`config.mk`:
```
export PLATFORM = sky130hd
export DESIGN_NAME = lin_frame_gap_receiver
export DESIGN_NICKNAME = d
export VERILOG_FILES = /design/src/rtl/core/lfgr_pkg.sv /design/src/rtl/core/lfgr_store.sv /design/src/rtl/core/lfgr_frame_ctrl.sv /design/src/rtl/core/lfgr_readout.sv /design/src/rtl/core/lin_frame_gap_receiver.sv
export SDC_FILE = /design/constraint.sdc
export NUM_CORES = 1
export LEC_CHECK = 0
export BUFFER_PORTS_ARGS = -buffer_cell sky130_fd_sc_hd__buf_2
export CORE_UTILIZATION = 50
export DETAILED_ROUTE_END_ITERATION = 16
export GPL_TIMING_DRIVEN = 0
export PLACE_DENSITY = 0.71
export SYNTH_ARGS = -nofsm -noshare
export SYNTH_HDL_FRONTEND = slang
export SYNTH_SLANG_ARGS = --single-unit
```
`constraint.sdc`:
```
create_clock -name clk -period 8 [get_ports clk]
set_input_delay 2 -clock clk [delete_from_list [all_inputs] [get_ports clk]]
set_output_delay 2 -clock clk [all_outputs]
set_load 0.005 [all_outputs]
```
`src/rtl/core/lfgr_pkg.sv`:
```
// ----------------------------------------------------------------------------
// lfgr_pkg
// Shared constants and types for the gap-closed frame receiver: item kind
// codes, register indexes, protocol bytes and the result beat layout.
// ----------------------------------------------------------------------------
`default_nettype none

package lfgr_pkg;

  // Item kind carried by the func field of an input request.
  localparam logic FUNC_BYTE = 1'b0;
  localparam logic FUNC_TICK = 1'b1;

  // Register indexes, taken from the word address bit of the config port.
  localparam logic REG_EXPECTED_ID   = 1'b0;
  localparam logic REG_GAP_THRESHOLD = 1'b1;

  // Protocol constants.
  localparam logic [7:0]  SYNC_BYTE     = 8'h55;
  localparam logic [15:0] GAP_RESET     = 16'd650;
  localparam logic [15:0] IDLE_MAX      = 16'hFFFF;
  localparam int          MIN_FRAME_LEN = 2;

  // One result beat as it leaves the block.
  typedef struct packed {
    logic [7:0] frame_byte;
    logic [3:0] byte_index;
    logic [3:0] frame_length;
    logic       last;
  } out_beat_t;

endpackage

`default_nettype wire

```
`src/rtl/core/lfgr_store.sv`:
```
// ----------------------------------------------------------------------------
// lfgr_store
// Frame byte store: one write port and one read port with registered
// read data.
// ----------------------------------------------------------------------------
`default_nettype none

module lfgr_store #(
  parameter int MAX_FRAME_BYTES = 11
) (
  input  wire logic                               clk,
  input  wire logic                               wr_en,
  input  wire logic [$clog2(MAX_FRAME_BYTES)-1:0] wr_addr,
  input  wire logic [7:0]                         wr_data,
  input  wire logic                               rd_en,
  input  wire logic [$clog2(MAX_FRAME_BYTES)-1:0] rd_addr,
  output logic      [7:0]                         rd_data
);

  logic [7:0] mem [MAX_FRAME_BYTES];
  logic [7:0] rd_data_r;

  // Write port.
  always_ff @(posedge clk) begin
    if (wr_en) begin
      mem[wr_addr] <= wr_data;
    end
  end

  // Read port with registered data.
  always_ff @(posedge clk) begin
    if (rd_en) begin
      rd_data_r <= mem[rd_addr];
    end
  end

  assign rd_data = rd_data_r;

endmodule

`default_nettype wire

```
`src/rtl/core/lfgr_frame_ctrl.sv`:
```
// ----------------------------------------------------------------------------
// lfgr_frame_ctrl
// Receive-side control: sync hunt, identifier filter, fill count, drop flag
// and the saturating idle counter that closes a frame after a gap.
// ----------------------------------------------------------------------------
`default_nettype none

module lfgr_frame_ctrl #(
  parameter int MAX_FRAME_BYTES = 11
) (
  input  wire logic                                 clk,
  input  wire logic                                 rst_n,
  input  wire logic                                 item_take,
  input  wire logic                                 item_func,
  input  wire logic [7:0]                           item_byte,
  input  wire logic [7:0]                           expected_id,
  input  wire logic [15:0]                          gap_threshold,
  output logic                                      wr_en,
  output logic      [$clog2(MAX_FRAME_BYTES)-1:0]   wr_addr,
  output logic      [7:0]                           wr_data,
  output logic                                      close_valid,
  output logic      [$clog2(MAX_FRAME_BYTES+1)-1:0] close_len
);

  localparam int AW = $clog2(MAX_FRAME_BYTES);
  localparam int LW = $clog2(MAX_FRAME_BYTES + 1);

  typedef enum logic [1:0] {
    PH_WAIT = 2'b01,
    PH_RECV = 2'b10
  } phase_t;

  phase_t          phase_r, phase_nxt;
  logic [LW-1:0]   fill_r, fill_nxt;
  logic            drop_r, drop_nxt;
  logic [15:0]     idle_r, idle_nxt;

  // Next-state logic for one accepted request.
  always_comb begin
    phase_nxt   = phase_r;
    fill_nxt    = fill_r;
    drop_nxt    = drop_r;
    idle_nxt    = idle_r;
    wr_en       = 1'b0;
    wr_addr     = fill_r[AW-1:0];
    wr_data     = item_byte;
    close_valid = 1'b0;
    close_len   = fill_r;
    if (item_take) begin
      if (item_func == lfgr_pkg::FUNC_BYTE) begin
        idle_nxt = '0;
        if (phase_r == PH_WAIT) begin
          if (item_byte == lfgr_pkg::SYNC_BYTE) begin
            wr_en     = 1'b1;
            wr_addr   = '0;
            wr_data   = lfgr_pkg::SYNC_BYTE;
            fill_nxt  = LW'(1);
            phase_nxt = PH_RECV;
            drop_nxt  = 1'b0;
          end
        end else if (fill_r == LW'(1) && expected_id != 8'h00 &&
                     item_byte != expected_id) begin
          // Identifier mismatch: drop the frame, restart on a sync byte.
          phase_nxt = PH_WAIT;
          fill_nxt  = '0;
          drop_nxt  = 1'b0;
          if (item_byte == lfgr_pkg::SYNC_BYTE) begin
            wr_en     = 1'b1;
            wr_addr   = '0;
            wr_data   = lfgr_pkg::SYNC_BYTE;
            fill_nxt  = LW'(1);
            phase_nxt = PH_RECV;
          end
        end else if (fill_r < LW'(MAX_FRAME_BYTES)) begin
          wr_en    = 1'b1;
          fill_nxt = fill_r + LW'(1);
        end else begin
          drop_nxt = 1'b1;
        end
      end else if (idle_r != lfgr_pkg::IDLE_MAX) begin
        idle_nxt = idle_r + 16'd1;
      end

      // Gap check after every request while a frame is open.
      if (phase_nxt == PH_RECV && idle_nxt >= gap_threshold) begin
        close_valid = !drop_nxt && (fill_nxt >= LW'(lfgr_pkg::MIN_FRAME_LEN));
        close_len   = fill_nxt;
        phase_nxt   = PH_WAIT;
        fill_nxt    = '0;
        drop_nxt    = 1'b0;
      end
    end
  end

  // Control registers.
  always_ff @(posedge clk) begin
    if (!rst_n) begin
      phase_r <= PH_WAIT;
      fill_r  <= '0;
      drop_r  <= 1'b0;
      idle_r  <= '0;
    end else begin
      phase_r <= phase_nxt;
      fill_r  <= fill_nxt;
      drop_r  <= drop_nxt;
      idle_r  <= idle_nxt;
    end
  end

endmodule

`default_nettype wire

```
`src/rtl/core/lfgr_readout.sv`:
```
// ----------------------------------------------------------------------------
// lfgr_readout
// Readout sequencer: walks the store of a closed frame one byte at a time
// and presents each byte in an output register until the sink takes it.
// ----------------------------------------------------------------------------
`default_nettype none

module lfgr_readout #(
  parameter int MAX_FRAME_BYTES = 11
) (
  input  wire logic                                 clk,
  input  wire logic                                 rst_n,
  input  wire logic                                 close_valid,
  input  wire logic [$clog2(MAX_FRAME_BYTES+1)-1:0] close_len,
  output logic                                      rd_en,
  output logic      [$clog2(MAX_FRAME_BYTES)-1:0]   rd_addr,
  input  wire logic [7:0]                           rd_data,
  output logic                                      busy,
  output logic                                      out_valid,
  input  wire logic                                 out_stall,
  output lfgr_pkg::out_beat_t                       out_beat
);

  localparam int AW = $clog2(MAX_FRAME_BYTES);
  localparam int LW = $clog2(MAX_FRAME_BYTES + 1);

  typedef enum logic [3:0] {
    S_IDLE = 4'b0001,
    S_READ = 4'b0010,
    S_LOAD = 4'b0100,
    S_SHOW = 4'b1000
  } state_t;

  state_t              state_r, state_nxt;
  logic [AW-1:0]       idx_r, idx_nxt;
  logic [LW-1:0]       len_r, len_nxt;
  lfgr_pkg::out_beat_t beat_r, beat_nxt;
  logic                is_last;
  logic [31:0]         idx_ext;
  logic [31:0]         len_ext;

  assign is_last = (LW'(idx_r) + LW'(1)) == len_r;
  assign idx_ext = 32'(idx_r);
  assign len_ext = 32'(len_r);

  // Sequencer.
  always_comb begin
    state_nxt = state_r;
    idx_nxt   = idx_r;
    len_nxt   = len_r;
    beat_nxt  = beat_r;
    rd_en     = 1'b0;
    rd_addr   = idx_r;
    unique case (state_r)
      S_IDLE: begin
        if (close_valid) begin
          idx_nxt   = '0;
          len_nxt   = close_len;
          state_nxt = S_READ;
        end
      end
      S_READ: begin
        rd_en     = 1'b1;
        state_nxt = S_LOAD;
      end
      S_LOAD: begin
        beat_nxt.frame_byte   = rd_data;
        beat_nxt.byte_index   = idx_ext[3:0];
        beat_nxt.frame_length = len_ext[3:0];
        beat_nxt.last         = is_last;
        state_nxt             = S_SHOW;
      end
      S_SHOW: begin
        if (!out_stall) begin
          if (is_last) begin
            state_nxt = S_IDLE;
          end else begin
            idx_nxt   = idx_r + AW'(1);
            state_nxt = S_READ;
          end
        end
      end
      default: begin
        state_nxt = S_IDLE;
      end
    endcase
  end

  // Sequencer state and control.
  always_ff @(posedge clk) begin
    if (!rst_n) begin
      state_r <= S_IDLE;
      idx_r   <= '0;
      len_r   <= '0;
    end else begin
      state_r <= state_nxt;
      idx_r   <= idx_nxt;
      len_r   <= len_nxt;
    end
  end

  // Output payload register.
  always_ff @(posedge clk) begin
    beat_r <= beat_nxt;
  end

  assign busy      = (state_r != S_IDLE);
  assign out_valid = (state_r == S_SHOW);
  assign out_beat  = beat_r;

endmodule

`default_nettype wire

```
`src/rtl/core/lin_frame_gap_receiver.sv`:
```
// ----------------------------------------------------------------------------
// lin_frame_gap_receiver
// Receives bus bytes and microsecond ticks, assembles a frame that starts at
// the sync byte, and emits the frame byte by byte once the line goes idle.
// ----------------------------------------------------------------------------
// Usage:
//   Input channel (in_valid / in_stall): each request is a received byte
//   (in_func = 0) or a one-microsecond tick (in_func = 1). One request per
//   cycle is taken while no frame is being read out.
//   When a tick (or byte) brings the idle count to gap_threshold and the
//   frame is good, in_stall rises on the next cycle and stays high until the
//   last byte of the frame has been taken on the output channel.
//   Output channel (out_valid / out_stall): one request per stored byte, in
//   order, with its index, the frame length and a last marker. For each
//   byte the readout reads the store, loads the output register and then
//   shows the byte, holding it while out_stall is high; the next byte is
//   read only after the current one has been taken.
//   Configuration is through the APB-style port: expected_id at 0x0,
//   gap_threshold at 0x4. Write only while the block is idle.
//   Reset (rst_n low, synchronous) returns to sync hunt with empty counters,
//   expected_id = 0 and gap_threshold = 650. The store needs no clearing.
// ----------------------------------------------------------------------------
`default_nettype none

module lin_frame_gap_receiver #(
  parameter int MAX_FRAME_BYTES = 11
) (
  input  wire logic        clk,
  input  wire logic        rst_n,
  // Input channel
  input  wire logic        in_valid,
  output logic             in_stall,
  input  wire logic        in_func,
  input  wire logic [7:0]  in_rx_byte,
  // Result channel
  output logic             out_valid,
  input  wire logic        out_stall,
  output logic      [7:0]  out_frame_byte,
  output logic      [3:0]  out_byte_index,
  output logic      [3:0]  out_frame_length,
  output logic             out_last,
  // Configuration port
  input  wire logic        psel,
  input  wire logic        penable,
  input  wire logic        pwrite,
  input  wire logic [2:0]  paddr,
  input  wire logic [31:0] pwdata,
  output logic      [31:0] prdata,
  output logic             pready
);

  localparam int AW = $clog2(MAX_FRAME_BYTES);
  localparam int LW = $clog2(MAX_FRAME_BYTES + 1);

  logic [7:0]          expected_id_r, expected_id_nxt;
  logic [15:0]         gap_threshold_r, gap_threshold_nxt;
  logic                cfg_write;
  logic                item_take;
  logic                wr_en;
  logic [AW-1:0]       wr_addr;
  logic [7:0]          wr_data;
  logic                rd_en;
  logic [AW-1:0]       rd_addr;
  logic [7:0]          rd_data;
  logic                close_valid;
  logic [LW-1:0]       close_len;
  logic                busy;
  lfgr_pkg::out_beat_t out_beat;

  assign pready    = 1'b1;
  assign cfg_write = psel && penable && pwrite && pready;

  // Register write decode.
  always_comb begin
    expected_id_nxt   = expected_id_r;
    gap_threshold_nxt = gap_threshold_r;
    if (cfg_write) begin
      unique case (paddr[2])
        lfgr_pkg::REG_EXPECTED_ID:   expected_id_nxt   = pwdata[7:0];
        lfgr_pkg::REG_GAP_THRESHOLD: gap_threshold_nxt = pwdata[15:0];
        default: begin
        end
      endcase
    end
  end

  always_ff @(posedge clk) begin
    if (!rst_n) begin
      expected_id_r   <= 8'h00;
      gap_threshold_r <= lfgr_pkg::GAP_RESET;
    end else begin
      expected_id_r   <= expected_id_nxt;
      gap_threshold_r <= gap_threshold_nxt;
    end
  end

  // Register read mux.
  always_comb begin
    unique case (paddr[2])
      lfgr_pkg::REG_EXPECTED_ID:   prdata = {24'h000000, expected_id_r};
      lfgr_pkg::REG_GAP_THRESHOLD: prdata = {16'h0000, gap_threshold_r};
      default:                     prdata = 32'h00000000;
    endcase
  end

  // Input requests are held off while a frame is being read out.
  assign in_stall  = busy;
  assign item_take = in_valid && !in_stall;

  lfgr_frame_ctrl #(
    .MAX_FRAME_BYTES(MAX_FRAME_BYTES)
  ) u_ctrl (
    .clk          (clk),
    .rst_n        (rst_n),
    .item_take    (item_take),
    .item_func    (in_func),
    .item_byte    (in_rx_byte),
    .expected_id  (expected_id_r),
    .gap_threshold(gap_threshold_r),
    .wr_en        (wr_en),
    .wr_addr      (wr_addr),
    .wr_data      (wr_data),
    .close_valid  (close_valid),
    .close_len    (close_len)
  );

  lfgr_store #(
    .MAX_FRAME_BYTES(MAX_FRAME_BYTES)
  ) u_store (
    .clk    (clk),
    .wr_en  (wr_en),
    .wr_addr(wr_addr),
    .wr_data(wr_data),
    .rd_en  (rd_en),
    .rd_addr(rd_addr),
    .rd_data(rd_data)
  );

  lfgr_readout #(
    .MAX_FRAME_BYTES(MAX_FRAME_BYTES)
  ) u_readout (
    .clk        (clk),
    .rst_n      (rst_n),
    .close_valid(close_valid),
    .close_len  (close_len),
    .rd_en      (rd_en),
    .rd_addr    (rd_addr),
    .rd_data    (rd_data),
    .busy       (busy),
    .out_valid  (out_valid),
    .out_stall  (out_stall),
    .out_beat   (out_beat)
  );

  assign out_frame_byte   = out_beat.frame_byte;
  assign out_byte_index   = out_beat.byte_index;
  assign out_frame_length = out_beat.frame_length;
  assign out_last         = out_beat.last;

endmodule

`default_nettype wire
```
==> impl_metrics.tcl, run 1 <==
set metrics [dict create \
    via_count 5580 \
    yosys-top-cells-count "113 x edfxtp_1, 84 x nand2_1, 60 x nor2_1" \
    p_leak_nw 3.29 \
    synth_cell_types 63 \
    seqPwrFrac 0.536 \
    port_buffers 65 \
    firstDrtPassIters 5 \
    seq_area_frac_synth 0.574 \
    worst_pin_slew_ns 1.07 \
    cts_setup_buffers 0 \
    p_clk_frac 0.425 \
    start_util 0.518 \
    synth_edf_count 113 \
    fp.dieW_um 128 \
    gp_congestion 0.864 \
    powerDensity_nw_per_um2 193 \
    drive_above_1_share 0.227 \
    synth_area_leaders "edfxtp_1 43%, dfxtp_1 15%, mux4_2 6.8%" \
    cts_resized 0 \
    first_global_vias 5566 \
    cts_buffers 17 \
    cp-end-kind "flop" \
    die-area_um2 16400 \
    dpl_worst_slack_ns 2.35 \
    clockBufferDepth 2 \
    antenna_found_initial 0 \
    vias_per_cell 5.63 \
    ys_async_sr_fraction 0 \
    path_class "in -> reg" \
    combPwrFrac 0.039 \
    clockRootBuffer "clkbuf_16" \
    internal_power_mw 1.37 \
    wl_per_cell_um 18.3 \
    cts_tree "built" \
    synth.avg_cell_area_um2 12.0 \
    hold_ws_ns 0.423 \
    cp.arrival_ns 5.63 \
    switching_share 0.224 \
    fin_crit_sh 0.661 \
    rsz0062_at_grt "no" \
    drc 0 \
    grt.overflow.total 0 \
    place_hpwl_um 13200 \
    netlist_area_um2 7970 \
    max_cap_viol_count 0 \
    cp_max_fo 10 \
    finalMaxSlewViolations 0 \
    netlist_instances 666 \
    synth_area_leader_cell "edfxtp_1" \
    num_io_pins 103 \
    finalClockSkew_ns 0.00884 \
    ant_nets 0 \
    setup_viol 0 \
    synth.ff_latch_count 172 \
    yosys_warnings 0 \
    area_growth_pct 15.3 \
    grt_use_total 0.234 \
    drt-total-wl_um 18200 \
    hold_class "reg -> reg" \
    die_h_um 128 \
    slew_headroom 0.284 \
    setup_tns_ns 0 \
    nets 838 \
    setup_ws_ns 2.71 \
    ctsHoldBuffers 0 \
    drt_iter0_markers 671 \
    finalHoldViolCount 0 \
    grt_max_degree 17 \
    crit_path_start_kind "input pin" \
    row_count 45 \
    finalCriticalPeriod_ns 5.29 \
    fmax_mhz 189 \
    insertion_delay_ns 0.43 \
    synth.top_cell.area_share 0.426 \
    n_antenna_cell 0 \
    ys.flop_type "edfxtp_1" \
    path_clk_slew_ns 0.07 \
    status "complete, no violations" \
    cts_sinks 172 \
    grt_pass1_wl_um 28600 \
    power.switching_mw 0.396 \
    crit_required_ns 8.34 \
    ir_worst_vdd_uv 154 \
    htree_levels 4 \
    utilization 0.597 \
    yosysMostFrequentCell "edfxtp_1" \
    core-area_um2 15400 \
]
layout by cell type (no fill, tap or decap), drive strengths merged, types with 8 or more instances in the layout:
cell,instances
o21ai,12
xnor2,9
a21oi,47
dfxtp,59
buf,88
nand4,8
xor2,17
nand2,84
edfxtp,113
o211ai,8
conb,17
inv,28
ha,20
clkbuf,50
mux2,16
mux2i,8
nor2,60
mux4,24
nand3,24
metal layers:
metal / vias up / part of all wire / GRT usage
li1: 2593 / - / -
met1: 2671 / 0.43 / 0.307
met2: 277 / 0.47 / 0.376
met3: 39 / 0.075 / 0.0547
met4: 0 / 0.020 / 0.0900
met5: - / 0 / 0
power by group through the flow:
stage	Clock [mW]	Combinational [mW]	Sequential, mW
floorplan	0	0.0418	0.967
global placement	0	0.0653	0.967
detailed placement	0	0.0680	0.968
CTS	0.760	0.0683	0.948
global route	0.803	0.0760	0.948
finish	0.752	0.0696	0.948
logic make-up after synthesis:
family | share of synthesized area
muxes | 0.101
DFF | 0.574
xor gates and xnor gates | 0.0286
other | 0.000943
AOI/OAI and AO/OA | 0.0818
adders and majority gates | 0.0314
buffers and inverters | 0.0500
and+or+nand+nor | 0.132
critical path, stage by stage:
cell       delay (ns)
clkbuf_1         0.18
inv_1            0.12
clkbuf_1         0.43
clkbuf_1         0.38
nor2_1           0.12
ha_1             0.32
a21oi_1          0.17
nor2_1           0.05
a2111oi_0        0.35
a21oi_1          0.15
o32ai_2          0.61
a311oi_4         0.18
o21ai_4          0.32
mux2i_1          0.26
cell type report:
class / count / area (um2)
fillers: 1217 / 6190
flip-flops and latches: 172 / 4570
multi-input cells: 431 / 3070
clock buffers: 18 / 429
repair buffers: 67 / 344
plain buffers: 55 / 312
well taps: 211 / 264
clock inverters: 14 / 109
inverters: 23 / 86.3
final timing paths:
check                                       to  cells after the start  slack [ns]                     startpoint
max          u_readout.rd_addr[0]$_SDFFE_PN0P_                     14        2.71                        in_func
min           u_readout.out_beat[10]$_DFFE_PP_                      0        0.42   u_store.rd_data[1]$_DFFE_PP_
max reg2reg  u_readout.rd_addr[0]$_SDFFE_PN0P_                     17        3.37  u_ctrl.idle_r[7]$_SDFFE_PN0P_
min reg2reg   u_readout.out_beat[10]$_DFFE_PP_                      0        0.42   u_store.rd_data[1]$_DFFE_PP_
registers in the layout, summed over array words and instances, names as in the netlist:
signal              flops
u_readout.len_r         4
gap_threshold_r        16
u_readout.rd_addr       4
u_ctrl.drop_r           1
u_store.mem            88
u_ctrl.phase_r          2
u_readout.out_beat     17
expected_id_r           8
u_ctrl.fill_r           4
u_ctrl.idle_r          16
u_readout.state_r       4
u_store.rd_data         8
stage by stage:
stage | std cells | instance area (um2) | total power [mW]
5_1_grt | 991 | 9180 | 1.83
3_3_place_gp | 957 | 8610 | 1.03
3_5_place_dp | 959 | 8650 | 1.04
4_1_cts | 991 | 9180 | 1.78
6_report | 991 | 9180 | 1.77
2_1_floorplan | 681 | 8020 | 1.01
Power figures use the tool's default switching activity.
==> run 2: changes to the inputs <==
--- a/config.mk
+++ b/config.mk
@@ -5,11 +5,12 @@
 export SDC_FILE = /design/constraint.sdc
 export NUM_CORES = 1
 export LEC_CHECK = 0
+export ABC_AREA = 1
 export BUFFER_PORTS_ARGS = -buffer_cell sky130_fd_sc_hd__buf_2
 export CORE_UTILIZATION = 50
 export DETAILED_ROUTE_END_ITERATION = 16
 export GPL_TIMING_DRIVEN = 0
-export PLACE_DENSITY = 0.71
+export PLACE_DENSITY = 0.7
 export SYNTH_ARGS = -nofsm -noshare
 export SYNTH_HDL_FRONTEND = slang
 export SYNTH_SLANG_ARGS = --single-unit
==> constraint.sdc (replaced) <==
create_clock -name clk -period 5.41 [get_ports clk]
set_input_delay 1.3525 -clock clk [delete_from_list [all_inputs] [get_ports clk]]
set_output_delay 1.3525 -clock clk [all_outputs]
set_load 0.005 [all_outputs]
==> impl_metrics.tcl, run 2 <==
set metrics [dict create \
    rsz0062_at_grt "no" \
    yosys_warnings 0 \
    via_count 6376 \
    core-area_um2 15900 \
    regArea_um2 4570 \
    grt_pass1_wl_um 30000 \
    drt_iter0_markers 486 \
    multi_input_area_um2 2940 \
    port_buffers 64 \
    cp-end-kind "primary output" \
    nets 1055 \
    slew_headroom 0.153 \
    ant_nets 0 \
    grt_use_total 0.236 \
    synth_area_leader_cell "edfxtp_1" \
    synth.ff_latch_count 172 \
    yosysMostFrequentCell "nand2_1" \
    fmax_mhz 261 \
    cts_sinks 172 \
    seq_area_frac_synth 0.560 \
    cts_resized 0 \
    cp_max_fo 10 \
    ctsHoldBuffers 0 \
    seqPwrFrac 0.466 \
    yosys-top-cells-count "126 x nand2_1, 113 x edfxtp_1, 109 x o21ai_0" \
    finalHoldViolCount 0 \
    clockBufferDepth 2 \
    cp.arrival_ns 2.48 \
    largest_register_ffs 88 \
    grt_max_degree 19 \
    synth_cell_types 42 \
    power.switching_mw 0.903 \
    vias_per_cell 5.26 \
    drive_above_1_share 0.147 \
    powerDensity_nw_per_um2 337 \
    path_clk_slew_ns 0.06 \
    p_leak_nw 3.79 \
    insertion_delay_ns 0.43 \
    synth.top_cell.area_share 0.415 \
    p_clk_frac 0.371 \
    max_cap_viol_count 0 \
    path_class "in -> out" \
    finalClockSkew_ns 0.00999 \
    first_global_vias 5923 \
    wl_per_cell_um 15.3 \
    ir_worst_vdd_uv 240 \
    finalMaxSlewViolations 0 \
    fin_crit_sh 0.709 \
    die-area_um2 16900 \
    start_util 0.513 \
    setup_viol 0 \
    grt.overflow.total 0 \
    num_io_pins 103 \
    fp.dieW_um 130 \
    antenna_found_initial 0 \
    switching_share 0.286 \
    crit_path_start_kind "input pin" \
    finalCriticalPeriod_ns 3.84 \
    firstDrtPassIters 5 \
    cts_setup_buffers 0 \
    internal_power_mw 2.26 \
    largest_register "u_store.mem" \
    area_growth_pct 14.8 \
    drc 0 \
    worstReg2RegStart "u_ctrl.idle_r[0]$_SDFFE_PN0P_" \
    ys.flop_type "edfxtp_1" \
    crit_required_ns 4.06 \
    status "complete, no violations" \
    synth.avg_cell_area_um2 9.23 \
    final_cell_count_no_fill 1213 \
    hold_start "u_store.rd_data[7]$_DFFE_PP_" \
    worstSetupStartpoint "paddr[2]" \
    hold_class "reg -> reg" \
    clockRootBuffer "clkbuf_16" \
    combPwrFrac 0.163 \
    cts_buffers 17 \
    netlist_area_um2 8180 \
    n_fill_cell 1358 \
    htree_levels 4 \
    synth_edf_count 113 \
    row_count 46 \
    worst_pin_slew_ns 1.26 \
    n_antenna_cell 0 \
    setup_tns_ns 0 \
    place_hpwl_um 13300 \
    synth_area_leaders "edfxtp_1 42%, dfxtp_1 14%, o21ai_0 6.7%" \
    die_h_um 130 \
    dp.cells 1181 \
    cts_tree "built" \
    netlist_instances 886 \
    drt-total-wl_um 18500 \
    final_common_cell "nand2_1" \
    ys_async_sr_fraction 0 \
    layout_common_cells "126 x nand2_1, 113 x edfxtp_1, 109 x o21ai_0" \
    gp_congestion 0.880 \
]
-- run 2: critical path: stages --
cell and delay [ns]:
clkbuf_1 0.28, clkbuf_1 0.44, nand2_1 0.15, o21ai_0 0.12, buf_2 0.15
-- run 2: final timing paths --
kind | endpoint | slack, ns | cells past startpoint
max | prdata[7] | 1.57 | 5
min | u_readout.out_beat[16]$_DFFE_PP_ | 0.42 | 0
max reg2reg | u_readout.rd_addr[3]$_SDFFE_PN0P_ | 1.84 | 23
min reg2reg | u_readout.out_beat[16]$_DFFE_PP_ | 0.42 | 0
-- run 2: power groups by stage --
| stage | clock [mW] | sequential [mW] | combinational, mW |
|---|---|---|---|
| after global routing | 1.24 | 1.48 | 0.577 |
| after global placement | 0 | 1.50 | 0.496 |
| after detailed placement | 0 | 1.50 | 0.505 |
| after floorplan | 0 | 1.49 | 0.356 |
| after CTS | 1.19 | 1.47 | 0.510 |
| final | 1.17 | 1.47 | 0.516 |
-- run 2: cells by family (layout without fill, tap and decap cells) --
family | count (synthesis) | count (layout) | synth area share
compound gates | 220 | 220 | 0.147
buf+inv | 170 | 266 | 0.0878
xor+xnor | 14 | 14 | 0.0150
flops | 172 | 172 | 0.560
other cells | 2 | 17 | 0.000919
simple gates | 288 | 288 | 0.159
fa+ha+maj | 20 | 20 | 0.0306
-- run 2: area by class of cell --
cell class	count	area share
well taps	216	0.0288
inverters	107	0.0428
repair buffers	64	0.0341
multi-input cells	559	0.313
plain buffers	63	0.0337
clock buffers	19	0.0461
flip-flops and latches	172	0.487
clock inverters	13	0.0139
-- run 2: stage by stage --
step            util  power, mW  cell area, um2  worst slack, ns  hold slack, ns
2_1_floorplan      -       1.85            8230             2.08           0.400
3_3_place_gp   0.553       1.99            8820             1.42           0.401
3_5_place_dp   0.553       2.00            8820             1.42           0.406
4_1_cts        0.589       3.17            9390             1.57           0.422
5_1_grt        0.589       3.30            9390             1.45           0.433
6_report       0.589       3.16            9390             1.57           0.419
-- run 2: metal layers --
| layer | vias to the layer above | wire, um | GRT usage |
|---|---|---|---|
| met1 | 2940 | 8550 | 0.324 |
| met3 | 23 | 1200 | 0.0426 |
| li1 | 3171 | - | - |
| met2 | 242 | 8490 | 0.377 |
| met5 | - | 0 | 0 |
| met4 | 0 | 279 | 0.0807 |
